`src/hdl/fqsb_pkg.sv`:
```
`default_nettype none

package fqsb_pkg;

  localparam int GRID_W    = 10;
  localparam int SIZE_W    = 9;
  localparam int HEIGHT_W  = 8;
  localparam int WTEX_W    = 8;
  localparam int HANDLE_W  = 16;
  localparam int SCALE_W   = 16;
  localparam int COLOR_W   = 24;
  localparam int POS_W     = 11;
  localparam int TEXC_W    = 24;
  localparam int STRIP_W   = 16;
  localparam int LERR_W    = 7;
  localparam int PROD_W    = SCALE_W + POS_W;

  localparam int IN_DATA_W  = 192;
  localparam int IN_USER_W  = 2;
  localparam int OUT_DATA_W = 152;

  localparam logic [LERR_W-1:0] LIGHT_ERROR_RST = LERR_W'(8);

  localparam logic [1:0] MODE_FLOOR = 2'd0;
  localparam logic [1:0] MODE_CEIL  = 2'd1;
  localparam logic [1:0] MODE_CLOSE = 2'd2;

  typedef enum logic [0:0] {
    KIND_VERTEX = 1'b0,
    KIND_STRIP  = 1'b1
  } fqsb_kind_e;

  typedef enum logic [2:0] {
    PH_CLOSE = 3'd0,
    PH_LEAD0 = 3'd1,
    PH_LEAD1 = 3'd2,
    PH_ROW0  = 3'd3,
    PH_ROW1  = 3'd4
  } fqsb_phase_e;

  // input beat layout, lowest field last
  typedef struct packed {
    logic [2:0]          pad;
    logic [COLOR_W-1:0]  color_d;
    logic [COLOR_W-1:0]  color_c;
    logic [COLOR_W-1:0]  color_b;
    logic [COLOR_W-1:0]  color_a;
    logic [31:0]         tex_scale;
    logic [HANDLE_W-1:0] tex_handle;
    logic [WTEX_W-1:0]   texture_index;
    logic [HEIGHT_W-1:0] height;
    logic [SIZE_W-1:0]   quad_size;
    logic [GRID_W-1:0]   grid_y;
    logic [GRID_W-1:0]   grid_x;
  } fqsb_in_beat_t;

  typedef struct packed {
    logic [1:0]          mode;
    logic [GRID_W-1:0]   grid_x;
    logic [GRID_W-1:0]   grid_y;
    logic [SIZE_W-1:0]   quad_size;
    logic [HEIGHT_W-1:0] height;
    logic [WTEX_W-1:0]   texture_index;
    logic [HANDLE_W-1:0] tex_handle;
    logic [31:0]         tex_scale;
    logic [COLOR_W-1:0]  color_a;
    logic [COLOR_W-1:0]  color_b;
    logic [COLOR_W-1:0]  color_c;
    logic [COLOR_W-1:0]  color_d;
  } fqsb_item_t;

  // everything the emitter needs to produce the beats of one quad
  typedef struct packed {
    logic                has_close;
    logic                has_lead;
    logic                has_row;
    logic                ceil;
    logic                drop;
    logic [GRID_W-1:0]   x;
    logic [GRID_W-1:0]   y;
    logic [SIZE_W-1:0]   size;
    logic [HEIGHT_W-1:0] height;
    logic [SCALE_W-1:0]  u_scale;
    logic [SCALE_W-1:0]  v_scale;
    logic [COLOR_W-1:0]  color_a;
    logic [COLOR_W-1:0]  color_b;
    logic [COLOR_W-1:0]  color_c;
    logic [COLOR_W-1:0]  color_d;
    logic [STRIP_W-1:0]  strip_texture;
    logic [STRIP_W-1:0]  strip_first;
    logic [STRIP_W-1:0]  strip_count;
  } fqsb_plan_t;

  typedef struct packed {
    logic                pad;
    logic [STRIP_W-1:0]  strip_count;
    logic [STRIP_W-1:0]  strip_first;
    logic [STRIP_W-1:0]  strip_texture;
    logic                drop_prev;
    logic [COLOR_W-1:0]  vert_color;
    logic [TEXC_W-1:0]   tex_v;
    logic [TEXC_W-1:0]   tex_u;
    logic [HEIGHT_W-1:0] vert_height;
    logic [POS_W-1:0]    pos_y;
    logic [POS_W-1:0]    pos_x;
  } fqsb_out_beat_t;

  // every rgb channel strictly closer than lim
  function automatic logic fqsb_near(input logic [COLOR_W-1:0] a,
                                     input logic [COLOR_W-1:0] b,
                                     input logic [7:0]         lim);
    logic       ok;
    logic [7:0] ca;
    logic [7:0] cb;
    logic [7:0] d;
    ok = 1'b1;
    for (int s = 0; s < 3; s++) begin
      ca = a[s*8 +: 8];
      cb = b[s*8 +: 8];
      d  = (ca > cb) ? (ca - cb) : (cb - ca);
      if (!(d < lim)) begin
        ok = 1'b0;
      end
    end
    return ok;
  endfunction

endpackage

`default_nettype wire

```
`src/hdl/fqsb_plan.sv`:
```
`default_nettype none

module fqsb_plan #(
  parameter int INDEX_BITS = 16,
  parameter int COORD_BITS = 10
) (
  input  wire                           clk_i,
  input  wire                           rst_ni,
  input  wire                           cfg_we_i,
  input  wire [fqsb_pkg::LERR_W-1:0]    cfg_wdata_i,
  input  wire                           take_i,
  input  fqsb_pkg::fqsb_item_t          item_i,
  output fqsb_pkg::fqsb_plan_t          plan_o
);
  import fqsb_pkg::*;

  localparam int CW = (COORD_BITS < GRID_W) ? COORD_BITS : GRID_W;
  localparam logic [GRID_W-1:0] CRD_MASK = GRID_W'((64'd1 << CW) - 64'd1);
  localparam logic [INDEX_BITS-1:0] LEAD_STEP = INDEX_BITS'(4);
  localparam logic [INDEX_BITS-1:0] ROW_STEP  = INDEX_BITS'(2);

  logic [LERR_W-1:0]     light_error_q;
  logic                  open_q;
  logic [CW-1:0]         prev_x_q;
  logic [CW-1:0]         prev_y_q;
  logic [HEIGHT_W-1:0]   prev_height_q;
  logic [HANDLE_W-1:0]   prev_handle_q;
  logic [INDEX_BITS-1:0] strip_start_q;
  logic [INDEX_BITS-1:0] vi_q;
  logic [COLOR_W-1:0]    ref_c_q;
  logic [COLOR_W-1:0]    ref_d_q;
  logic [COLOR_W-1:0]    last_col_q;
  logic [COLOR_W-1:0]    second_col_q;

  logic [GRID_W-1:0]     x_m;
  logic [GRID_W-1:0]     y_m;
  logic [POS_W-1:0]      y_next;
  logic                  is_close;
  logic                  is_ceil;
  logic                  first;
  logic                  merge;
  logic [7:0]            lim;
  logic [COLOR_W-1:0]    row0_col;
  logic [COLOR_W-1:0]    row1_col;

  always_comb begin
    x_m      = item_i.grid_x & CRD_MASK;
    y_m      = item_i.grid_y & CRD_MASK;
    is_close = (item_i.mode >= MODE_CLOSE);
    is_ceil  = (item_i.mode == MODE_CEIL);
    y_next   = POS_W'(prev_y_q) + POS_W'(item_i.quad_size);
    first    = !open_q || (POS_W'(y_m) != y_next) ||
               (item_i.tex_handle != prev_handle_q) ||
               (item_i.height != prev_height_q) ||
               (x_m != GRID_W'(prev_x_q));
    lim      = {light_error_q, 1'b0};
    merge    = (fqsb_near(ref_c_q, item_i.color_c, lim) &&
                fqsb_near(ref_d_q, item_i.color_d, lim)) ||
               (item_i.texture_index == '0);
    row0_col = is_ceil ? item_i.color_c : item_i.color_d;
    row1_col = is_ceil ? item_i.color_d : item_i.color_c;
  end

  always_comb begin
    plan_o.has_close     = open_q && (is_close || first);
    plan_o.has_lead      = !is_close && first;
    plan_o.has_row       = !is_close;
    plan_o.ceil          = is_ceil;
    plan_o.drop          = !is_close && !first && merge;
    plan_o.x             = x_m;
    plan_o.y             = y_m;
    plan_o.size          = item_i.quad_size;
    plan_o.height        = item_i.height;
    plan_o.u_scale       = item_i.tex_scale[15:0];
    plan_o.v_scale       = item_i.tex_scale[31:16];
    plan_o.color_a       = item_i.color_a;
    plan_o.color_b       = item_i.color_b;
    plan_o.color_c       = item_i.color_c;
    plan_o.color_d       = item_i.color_d;
    plan_o.strip_texture = prev_handle_q;
    plan_o.strip_first   = STRIP_W'(strip_start_q);
    plan_o.strip_count   = STRIP_W'(vi_q - strip_start_q);
  end

  always_ff @(posedge clk_i or negedge rst_ni) begin
    if (!rst_ni) begin
      light_error_q <= LIGHT_ERROR_RST;
    end else if (cfg_we_i) begin
      light_error_q <= cfg_wdata_i;
    end
  end

  always_ff @(posedge clk_i or negedge rst_ni) begin
    if (!rst_ni) begin
      open_q        <= 1'b0;
      prev_x_q      <= '0;
      prev_y_q      <= '0;
      prev_height_q <= '0;
      prev_handle_q <= '0;
      strip_start_q <= '0;
      vi_q          <= '0;
      ref_c_q       <= '0;
      ref_d_q       <= '0;
      last_col_q    <= '0;
      second_col_q  <= '0;
    end else if (take_i) begin
      if (is_close) begin
        open_q <= 1'b0;
      end else begin
        prev_y_q     <= y_m[CW-1:0];
        last_col_q   <= row1_col;
        second_col_q <= row0_col;
        if (first) begin
          open_q        <= 1'b1;
          strip_start_q <= vi_q;
          prev_handle_q <= item_i.tex_handle;
          prev_height_q <= item_i.height;
          prev_x_q      <= x_m[CW-1:0];
          ref_c_q       <= item_i.color_a;
          ref_d_q       <= item_i.color_b;
          vi_q          <= vi_q + LEAD_STEP;
        end else if (!merge) begin
          // unmerged row: reference moves to the last two vertices
          ref_c_q <= last_col_q;
          ref_d_q <= second_col_q;
          vi_q    <= vi_q + ROW_STEP;
        end
      end
    end
  end

  a_close_shuts: assert property (@(posedge clk_i) disable iff (!rst_ni)
    take_i && is_close |=> !open_q)
    else $error("strip still open after close");

  a_quad_opens: assert property (@(posedge clk_i) disable iff (!rst_ni)
    take_i && !is_close |=> open_q)
    else $error("no open strip after quad");

  a_new_strip_index: assert property (@(posedge clk_i) disable iff (!rst_ni)
    take_i && !is_close && first |=> vi_q == $past(vi_q) + LEAD_STEP)
    else $error("vertex index wrong after new strip");

endmodule

`default_nettype wire

```
`src/hdl/fqsb_emit.sv`:
```
`default_nettype none

module fqsb_emit (
  input  wire                      clk_i,
  input  wire                      rst_ni,
  input  wire                      load_i,
  input  fqsb_pkg::fqsb_plan_t     plan_i,
  output logic                     plan_ready_o,
  input  wire                      out_ready_i,
  output logic                     out_valid_o,
  output fqsb_pkg::fqsb_out_beat_t out_beat_o,
  output fqsb_pkg::fqsb_kind_e     out_kind_o,
  output logic                     out_last_o
);
  import fqsb_pkg::*;

  logic           plan_valid_q;
  fqsb_plan_t     plan_q;
  fqsb_phase_e    phase_q;
  fqsb_phase_e    phase_next;
  fqsb_phase_e    phase_start;
  logic           phase_last;
  logic           adv;

  logic           out_valid_q;
  fqsb_out_beat_t out_q;
  fqsb_kind_e     out_kind_q;
  logic           out_last_q;

  fqsb_out_beat_t rec;
  fqsb_kind_e     rec_kind;
  logic           far_x;
  logic           far_y;
  logic [POS_W-1:0]  px;
  logic [POS_W-1:0]  py;
  logic [PROD_W-1:0] prod_u;
  logic [PROD_W-1:0] prod_v;

  always_comb begin
    if (plan_i.has_close) begin
      phase_start = PH_CLOSE;
    end else if (plan_i.has_lead) begin
      phase_start = PH_LEAD0;
    end else begin
      phase_start = PH_ROW0;
    end
  end

  // next phase
  always_comb begin
    phase_next = PH_ROW1;
    phase_last = 1'b0;
    case (phase_q)
      PH_CLOSE: begin
        if (plan_q.has_lead) begin
          phase_next = PH_LEAD0;
        end else if (plan_q.has_row) begin
          phase_next = PH_ROW0;
        end else begin
          phase_last = 1'b1;
        end
      end
      PH_LEAD0: phase_next = PH_LEAD1;
      PH_LEAD1: phase_next = PH_ROW0;
      PH_ROW0:  phase_next = PH_ROW1;
      PH_ROW1:  phase_last = 1'b1;
      default:  phase_last = 1'b1;
    endcase
  end

  assign adv          = plan_valid_q && (!out_valid_q || out_ready_i);
  assign plan_ready_o = !plan_valid_q || (adv && phase_last);

  // beat contents for the current phase
  always_comb begin
    far_y = (phase_q == PH_ROW0) || (phase_q == PH_ROW1);
    // ceiling quads walk the row in the opposite x order
    far_x = ((phase_q == PH_LEAD1) || (phase_q == PH_ROW1)) ^ plan_q.ceil;
    px    = POS_W'(plan_q.x) + (far_x ? POS_W'(plan_q.size) : '0);
    py    = POS_W'(plan_q.y) + (far_y ? POS_W'(plan_q.size) : '0);
    prod_u = PROD_W'(plan_q.u_scale) * PROD_W'(px);
    prod_v = PROD_W'(plan_q.v_scale) * PROD_W'(py);

    rec             = '0;
    rec_kind        = KIND_VERTEX;
    rec.pos_x       = px;
    rec.pos_y       = py;
    rec.vert_height = plan_q.height;
    rec.tex_u       = (|prod_u[PROD_W-1:TEXC_W]) ? '1 : prod_u[TEXC_W-1:0];
    rec.tex_v       = (|prod_v[PROD_W-1:TEXC_W]) ? '1 : prod_v[TEXC_W-1:0];
    rec.drop_prev   = (phase_q == PH_ROW0) && plan_q.drop;
    case ({far_y, far_x})
      2'b00:   rec.vert_color = plan_q.color_a;
      2'b01:   rec.vert_color = plan_q.color_b;
      2'b11:   rec.vert_color = plan_q.color_c;
      default: rec.vert_color = plan_q.color_d;
    endcase
    if (phase_q == PH_CLOSE) begin
      rec               = '0;
      rec_kind          = KIND_STRIP;
      rec.strip_texture = plan_q.strip_texture;
      rec.strip_first   = plan_q.strip_first;
      rec.strip_count   = plan_q.strip_count;
    end
  end

  always_ff @(posedge clk_i or negedge rst_ni) begin
    if (!rst_ni) begin
      plan_valid_q <= 1'b0;
      phase_q      <= PH_CLOSE;
    end else if (load_i) begin
      plan_valid_q <= plan_i.has_close || plan_i.has_lead || plan_i.has_row;
      phase_q      <= phase_start;
    end else if (adv) begin
      if (phase_last) begin
        plan_valid_q <= 1'b0;
      end else begin
        phase_q <= phase_next;
      end
    end
  end

  always_ff @(posedge clk_i) begin
    if (load_i) begin
      plan_q <= plan_i;
    end
  end

  always_ff @(posedge clk_i or negedge rst_ni) begin
    if (!rst_ni) begin
      out_valid_q <= 1'b0;
    end else if (adv) begin
      out_valid_q <= 1'b1;
    end else if (out_ready_i) begin
      out_valid_q <= 1'b0;
    end
  end

  always_ff @(posedge clk_i) begin
    if (adv) begin
      out_q      <= rec;
      out_kind_q <= rec_kind;
      out_last_q <= phase_last;
    end
  end

  assign out_valid_o = out_valid_q;
  assign out_beat_o  = out_q;
  assign out_kind_o  = out_kind_q;
  assign out_last_o  = out_last_q;

  a_close_phase: assert property (@(posedge clk_i) disable iff (!rst_ni)
    plan_valid_q && (phase_q == PH_CLOSE) |-> plan_q.has_close)
    else $error("strip beat without a strip to close");

  a_lead_phase: assert property (@(posedge clk_i) disable iff (!rst_ni)
    plan_valid_q && ((phase_q == PH_LEAD0) || (phase_q == PH_LEAD1))
      |-> plan_q.has_lead)
    else $error("leading vertex on a continued strip");

  a_vertex_clean: assert property (@(posedge clk_i) disable iff (!rst_ni)
    out_valid_q && (out_kind_q == KIND_VERTEX)
      |-> (out_q.strip_texture == '0) && (out_q.strip_first == '0) &&
          (out_q.strip_count == '0))
    else $error("vertex beat carries strip fields");

endmodule

`default_nettype wire

```
`src/hdl/floor_quad_strip_builder_core.sv`:
```
// channel   dir  handshake                    payload
// s_axis    in   s_axis_tvalid/s_axis_tready  one quad or a close command
// m_axis    out  m_axis_tvalid/m_axis_tready  vertex or strip beats, tlast on the final one
// cfg       in   cfg_we_i                     light_error
//
// a quad yields up to five beats (strip close, two leading vertices, two row vertices)
// through one output register, one beat per cycle while m_axis_tready is high; a new
// strip gives four, five if closing one, a continued row two, a close one if one is open
// a quad waits in the input register while the previous one's beats drain
// m_axis_tready low stalls the beat sequence; nothing is dropped
// reset clears the strip state and sets light_error to 8
`default_nettype none

module floor_quad_strip_builder_core #(
  parameter int INDEX_BITS = 16,
  parameter int COORD_BITS = 10
) (
  input  wire                                clk_i,
  input  wire                                rst_ni,
  input  wire                                cfg_we_i,
  input  wire [fqsb_pkg::LERR_W-1:0]         cfg_wdata_i,
  input  wire                                s_axis_tvalid,
  output logic                               s_axis_tready,
  // grid_x, grid_y, quad_size, height, texture_index, tex_handle, tex_scale,
  // color_a, color_b, color_c, color_d
  input  wire [fqsb_pkg::IN_DATA_W-1:0]      s_axis_tdata,
  // mode
  input  wire [fqsb_pkg::IN_USER_W-1:0]      s_axis_tuser,
  output logic                               m_axis_tvalid,
  input  wire                                m_axis_tready,
  // pos_x, pos_y, vert_height, tex_u, tex_v, vert_color, drop_prev,
  // strip_texture, strip_first, strip_count
  output logic [fqsb_pkg::OUT_DATA_W-1:0]    m_axis_tdata,
  // kind
  output logic                               m_axis_tuser,
  output logic                               m_axis_tlast
);
  import fqsb_pkg::*;

  fqsb_in_beat_t  in_beat;
  fqsb_item_t     in_d;
  fqsb_item_t     in_q;
  logic           in_valid_q;
  logic           take;
  logic           plan_ready;
  fqsb_plan_t     plan;
  fqsb_out_beat_t out_beat;
  fqsb_kind_e     out_kind;

  assign in_beat = fqsb_in_beat_t'(s_axis_tdata);

  always_comb begin
    in_d.mode          = s_axis_tuser;
    in_d.grid_x        = in_beat.grid_x;
    in_d.grid_y        = in_beat.grid_y;
    in_d.quad_size     = in_beat.quad_size;
    in_d.height        = in_beat.height;
    in_d.texture_index = in_beat.texture_index;
    in_d.tex_handle    = in_beat.tex_handle;
    in_d.tex_scale     = in_beat.tex_scale;
    in_d.color_a       = in_beat.color_a;
    in_d.color_b       = in_beat.color_b;
    in_d.color_c       = in_beat.color_c;
    in_d.color_d       = in_beat.color_d;
  end

  assign take          = in_valid_q && plan_ready;
  assign s_axis_tready = !in_valid_q || plan_ready;

  always_ff @(posedge clk_i or negedge rst_ni) begin
    if (!rst_ni) begin
      in_valid_q <= 1'b0;
    end else if (s_axis_tready) begin
      in_valid_q <= s_axis_tvalid;
    end
  end

  always_ff @(posedge clk_i) begin
    if (s_axis_tvalid && s_axis_tready) begin
      in_q <= in_d;
    end
  end

  fqsb_plan #(
    .INDEX_BITS (INDEX_BITS),
    .COORD_BITS (COORD_BITS)
  ) u_plan (
    .clk_i       (clk_i),
    .rst_ni      (rst_ni),
    .cfg_we_i    (cfg_we_i),
    .cfg_wdata_i (cfg_wdata_i),
    .take_i      (take),
    .item_i      (in_q),
    .plan_o      (plan)
  );

  fqsb_emit u_emit (
    .clk_i        (clk_i),
    .rst_ni       (rst_ni),
    .load_i       (take),
    .plan_i       (plan),
    .plan_ready_o (plan_ready),
    .out_ready_i  (m_axis_tready),
    .out_valid_o  (m_axis_tvalid),
    .out_beat_o   (out_beat),
    .out_kind_o   (out_kind),
    .out_last_o   (m_axis_tlast)
  );

  assign m_axis_tdata = out_beat;
  assign m_axis_tuser = out_kind;

endmodule

`default_nettype wire
```
`config.mk`:
```
export PLATFORM = sky130hd
export DESIGN_NAME = floor_quad_strip_builder_core
export DESIGN_NICKNAME = d
export VERILOG_FILES = /design/src/hdl/fqsb_pkg.sv /design/src/hdl/fqsb_plan.sv /design/src/hdl/fqsb_emit.sv /design/src/hdl/floor_quad_strip_builder_core.sv
export SDC_FILE = /design/constraint.sdc
export NUM_CORES = 2
export LEC_CHECK = 0
export BUFFER_PORTS_ARGS = -buffer_cell sky130_fd_sc_hd__buf_2
export CORE_MARGIN = 2
export CORE_UTILIZATION = 60
export CTS_CLUSTER_DIAMETER = 40
export DETAILED_ROUTE_END_ITERATION = 16
export GPL_TIMING_DRIVEN = 0
export PLACE_DENSITY = 0.81
export SLEW_MARGIN = 20
export SYNTH_ARGS = -nofsm -noshare
export SYNTH_HDL_FRONTEND = slang
export SYNTH_SLANG_ARGS = --single-unit
```
`constraint.sdc`:
```
create_clock -name clk_i -period 10.4 [get_ports clk_i]
set_input_delay 1.04 -clock clk_i [delete_from_list [all_inputs] [get_ports clk_i]]
set_output_delay 1.04 -clock clk_i [all_outputs]
set_load 0.05 [all_outputs]
```
==> flow_metrics.py <==
metrics = {
    "clocking": {
        "cts-resized-gates": 1,
        "cts_root_buf": "clkbuf_16",
        "cts.sinks": 741,
        "h-tree-depth": 3,
        "clkLatencyLatePin_ns": 0.68,
        "hold_buffers": 0,
        "path_clk_slew_ns": 0.06,
        "clk_path_buf_depth": 3,
        "cts_buffers": 99,
        "cts_tree": "done",
        "cts_setup_buffers": 0,
    },
    "logic_synthesis": {
        "synth_top_area_cell": "edfxtp_1",
        "synth.distinct_cells": 81,
        "synth.area.top_cells": "edfxtp_1 (38%), fa_1 (12%), dfrtp_1 (10%)",
        "ys_seq_area_frac": 0.4821,
        "synth_top_area_frac": 0.3780,
        "yosys_register_bits": 741,
        "synth_edf_count": 557,
        "syn-cell-area_mm2": 0.04425,
        "avgSynthCellArea_um2": 11.66,
        "ys.flop_type": "edfxtp_1",
        "yosysWarnings": 0,
        "synthTopCellsByCount": "edfxtp_1 (557), inv_1 (458), nand2_1 (371), ha_1 (299), fa_1 (266)",
        "netlist_instances": 3795,
        "yosysMostFrequentCell": "edfxtp_1",
        "async_flop_share": 0.2483,
    },
    "sta": {
        "rsz0062_at_grt": "false",
        "max_freq_mhz": 101.9,
        "slew_headroom": 0.2247,
        "fin_crit_ns": 9.815,
        "tightest_slew_ns": 1.155,
        "setup_viol": 0,
        "hold_viol": 0,
        "min_period_over_period": 0.9438,
        "drv_slew": 0,
        "fin_setup_tns_ns": 0,
        "clock_skew_ns": 0.02563,
    },
    "placement": {
        "gp_congestion": 0.9671,
        "dpl.hpwl_um": 84580,
        "placed_cells": 5127,
        "io_buffers": 355,
    },
    "worst_setup_path": {
        "cp_slowest_cell": "fa_1",
        "worst_path_most_repeated_cell": "fa_1",
        "critPathMaxStageDelay_ns": 0.54,
        "rr_startpoint": "u_emit.phase_q[1]",
        "crit_type": "flip-flop to flip-flop",
        "required_ns": 10.77,
        "cp-start-kind": "flip-flop",
        "end_kind": "flip-flop",
        "crit_fanout": 10,
        "crit_path_start": "u_emit.phase_q[1]",
        "arrival_ns": 10.19,
    },
    "route": {
        "drt-total-wl_um": 113700,
        "first_pass_iters": 8,
        "drcViolationCount": 0,
        "ant_nets": 0,
        "drt_iter0_drc": 2768,
        "wl_per_cell_um": 21.38,
        "vias_per_cell": 5.742,
        "via_count": 30540,
    },
    "grt": {
        "grt_overflow_total": 0,
        "grt_max_degree": 63,
        "track_usage": 0.3036,
        "grt_pass1_vias": 31290,
        "grt_pass1_wl_um": 173400,
        "antenna_found_initial": 10,
    },
    "finish": {
        "syn2layout_area_growth_pct": 15.49,
        "drive_gt1_frac": 0.1557,
        "finalNonFillerCells": 5319,
        "fillCellCount": 5048,
        "fin_nets": 5039,
        "fin_util": 0.7004,
    },
    "floorplan": {
        "rows": 99,
        "die_w_um": 275.6,
        "core_mm2": 0.07296,
        "die_area_mm2": 0.07593,
        "io_pins": 362,
        "die_y_um": 275.6,
        "start_util": 0.6065,
    },
    "status": {
        "status": "finished, final reports clean",
    },
    "flow_run": {
        "drv_cap": 0,
    },
    "min_path": {
        "hold_class": "primary input to async pin",
    },
}
-- through the flow --
stage	cell area (µm²)	hold WS [ns]	setup WS (ns)
6_report	51100	0.3462	0.5848
5_1_grt	51090	0.3576	0.02164
4_1_cts	51060	0.3272	0.04831
3_5_place_dp	47670	0.4045	0.03387
3_3_place_gp	47230	0.4005	-2.769
2_1_floorplan	44250	0.4003	1.705
-- routing by layer --
metal	track usage	vias up	share of wire
met5	0	-	0.00045
met4	0.1498	8	0.053
met3	0.05394	347	0.081
met2	0.5173	1456	0.49
met1	0.3750	14910	0.37
li1	-	13820	-
-- worst max-delay path: cells and delay by family (launching register included) --
family,cells,cell delay [ns]
muxes,1,0.24
DFF,1,0.43
buffers and inverters,8,1.34
AOI/OAI and AO/OA,15,3.21
and+or+nand+nor,5,0.85
adders and majority gates,8,3.41
-- final timing paths --
check | slack, ns | to | cells past startpoint
worst max register to register | 0.58 | u_emit.out_beat_o[64] | 37
worst min register to register | 0.40 | u_emit.plan_q[151] | 0
worst min-delay path | 0.35 | u_plan.last_col_q[11] | 1
worst max-delay path | 0.58 | u_emit.out_beat_o[64] | 37
min in group clk_i | 0.40 | u_emit.plan_q[151] | 0
max in group asynchronous | 8.94 | u_plan.prev_height_q[3] | 3
-- area by class of cell --
type	count	area [µm²]	share of cell area
Clock inverter	79	830.8	0.01626
Inverter	459	1723	0.03372
Antenna cell	5	12.51	0.0002449
Tap cell	959	1200	0.02348
Timing Repair Buffer	371	2197	0.04300
Clock buffer	109	2557	0.05005
Multi-Input combinational cell	2452	20610	0.4034
Buffer	144	634.4	0.01241
Sequential cell	741	21330	0.4174
-- kinds of logic after synthesis --
family                     share of synthesized area
DFF                                           0.4821
buffers and inverters                        0.05294
xor gates and xnor gates                     0.03048
and+or+nand+nor                               0.1207
adders and majority gates                     0.2049
other                                     0.00008475
muxes                                        0.03710
AOI/OAI and AO/OA                            0.07169
-- registers in the layout, summed over array words and instances (netlist names), 3 cells and up --
name	count
u_plan.ref_d_q	24
in_q	191
u_plan.second_col_q	24
u_emit.plan_q	215
u_plan.prev_handle_q	16
u_plan.vi_q	15
u_plan.strip_start_q	15
u_emit.out_beat_o	149
u_plan.last_col_q	24
u_plan.prev_height_q	8
u_plan.light_error_q	7
u_plan.prev_x_q	10
u_plan.prev_y_q	10
u_emit.phase_q	3
u_plan.ref_c_q	24
-- layout by cell type, fill, tap and decap left out, types with 15 or more instances in the layout --
master	synthesis	final
a21o_1	22	22
inv_1	458	458
clkbuf_16	0	101
and2_1	232	231
mux2_1	48	48
dfrtp_1	183	183
inv_6	0	17
o21ai_1	15	15
o21bai_1	16	16
nand3_1	38	38
a21oi_1	188	187
ha_1	299	299
a31oi_1	58	58
edfxtp_1	557	557
nand2_1	371	371
mux2i_1	29	29
nor3_1	32	32
xor2_1	66	65
nor2b_1	70	69
nand4_1	37	37
fa_1	266	266
mux2_2	24	24
buf_2	18	372
clkbuf_1	111	105
o21ai_0	85	85
xnor2_1	88	87
nor2_1	214	214
a21oi_2	21	22
mux4_2	24	24
nand2b_1	36	36
Power is not shown: default switching activity piles up to over one toggle a cycle in this logic, so the estimate is an artifact.
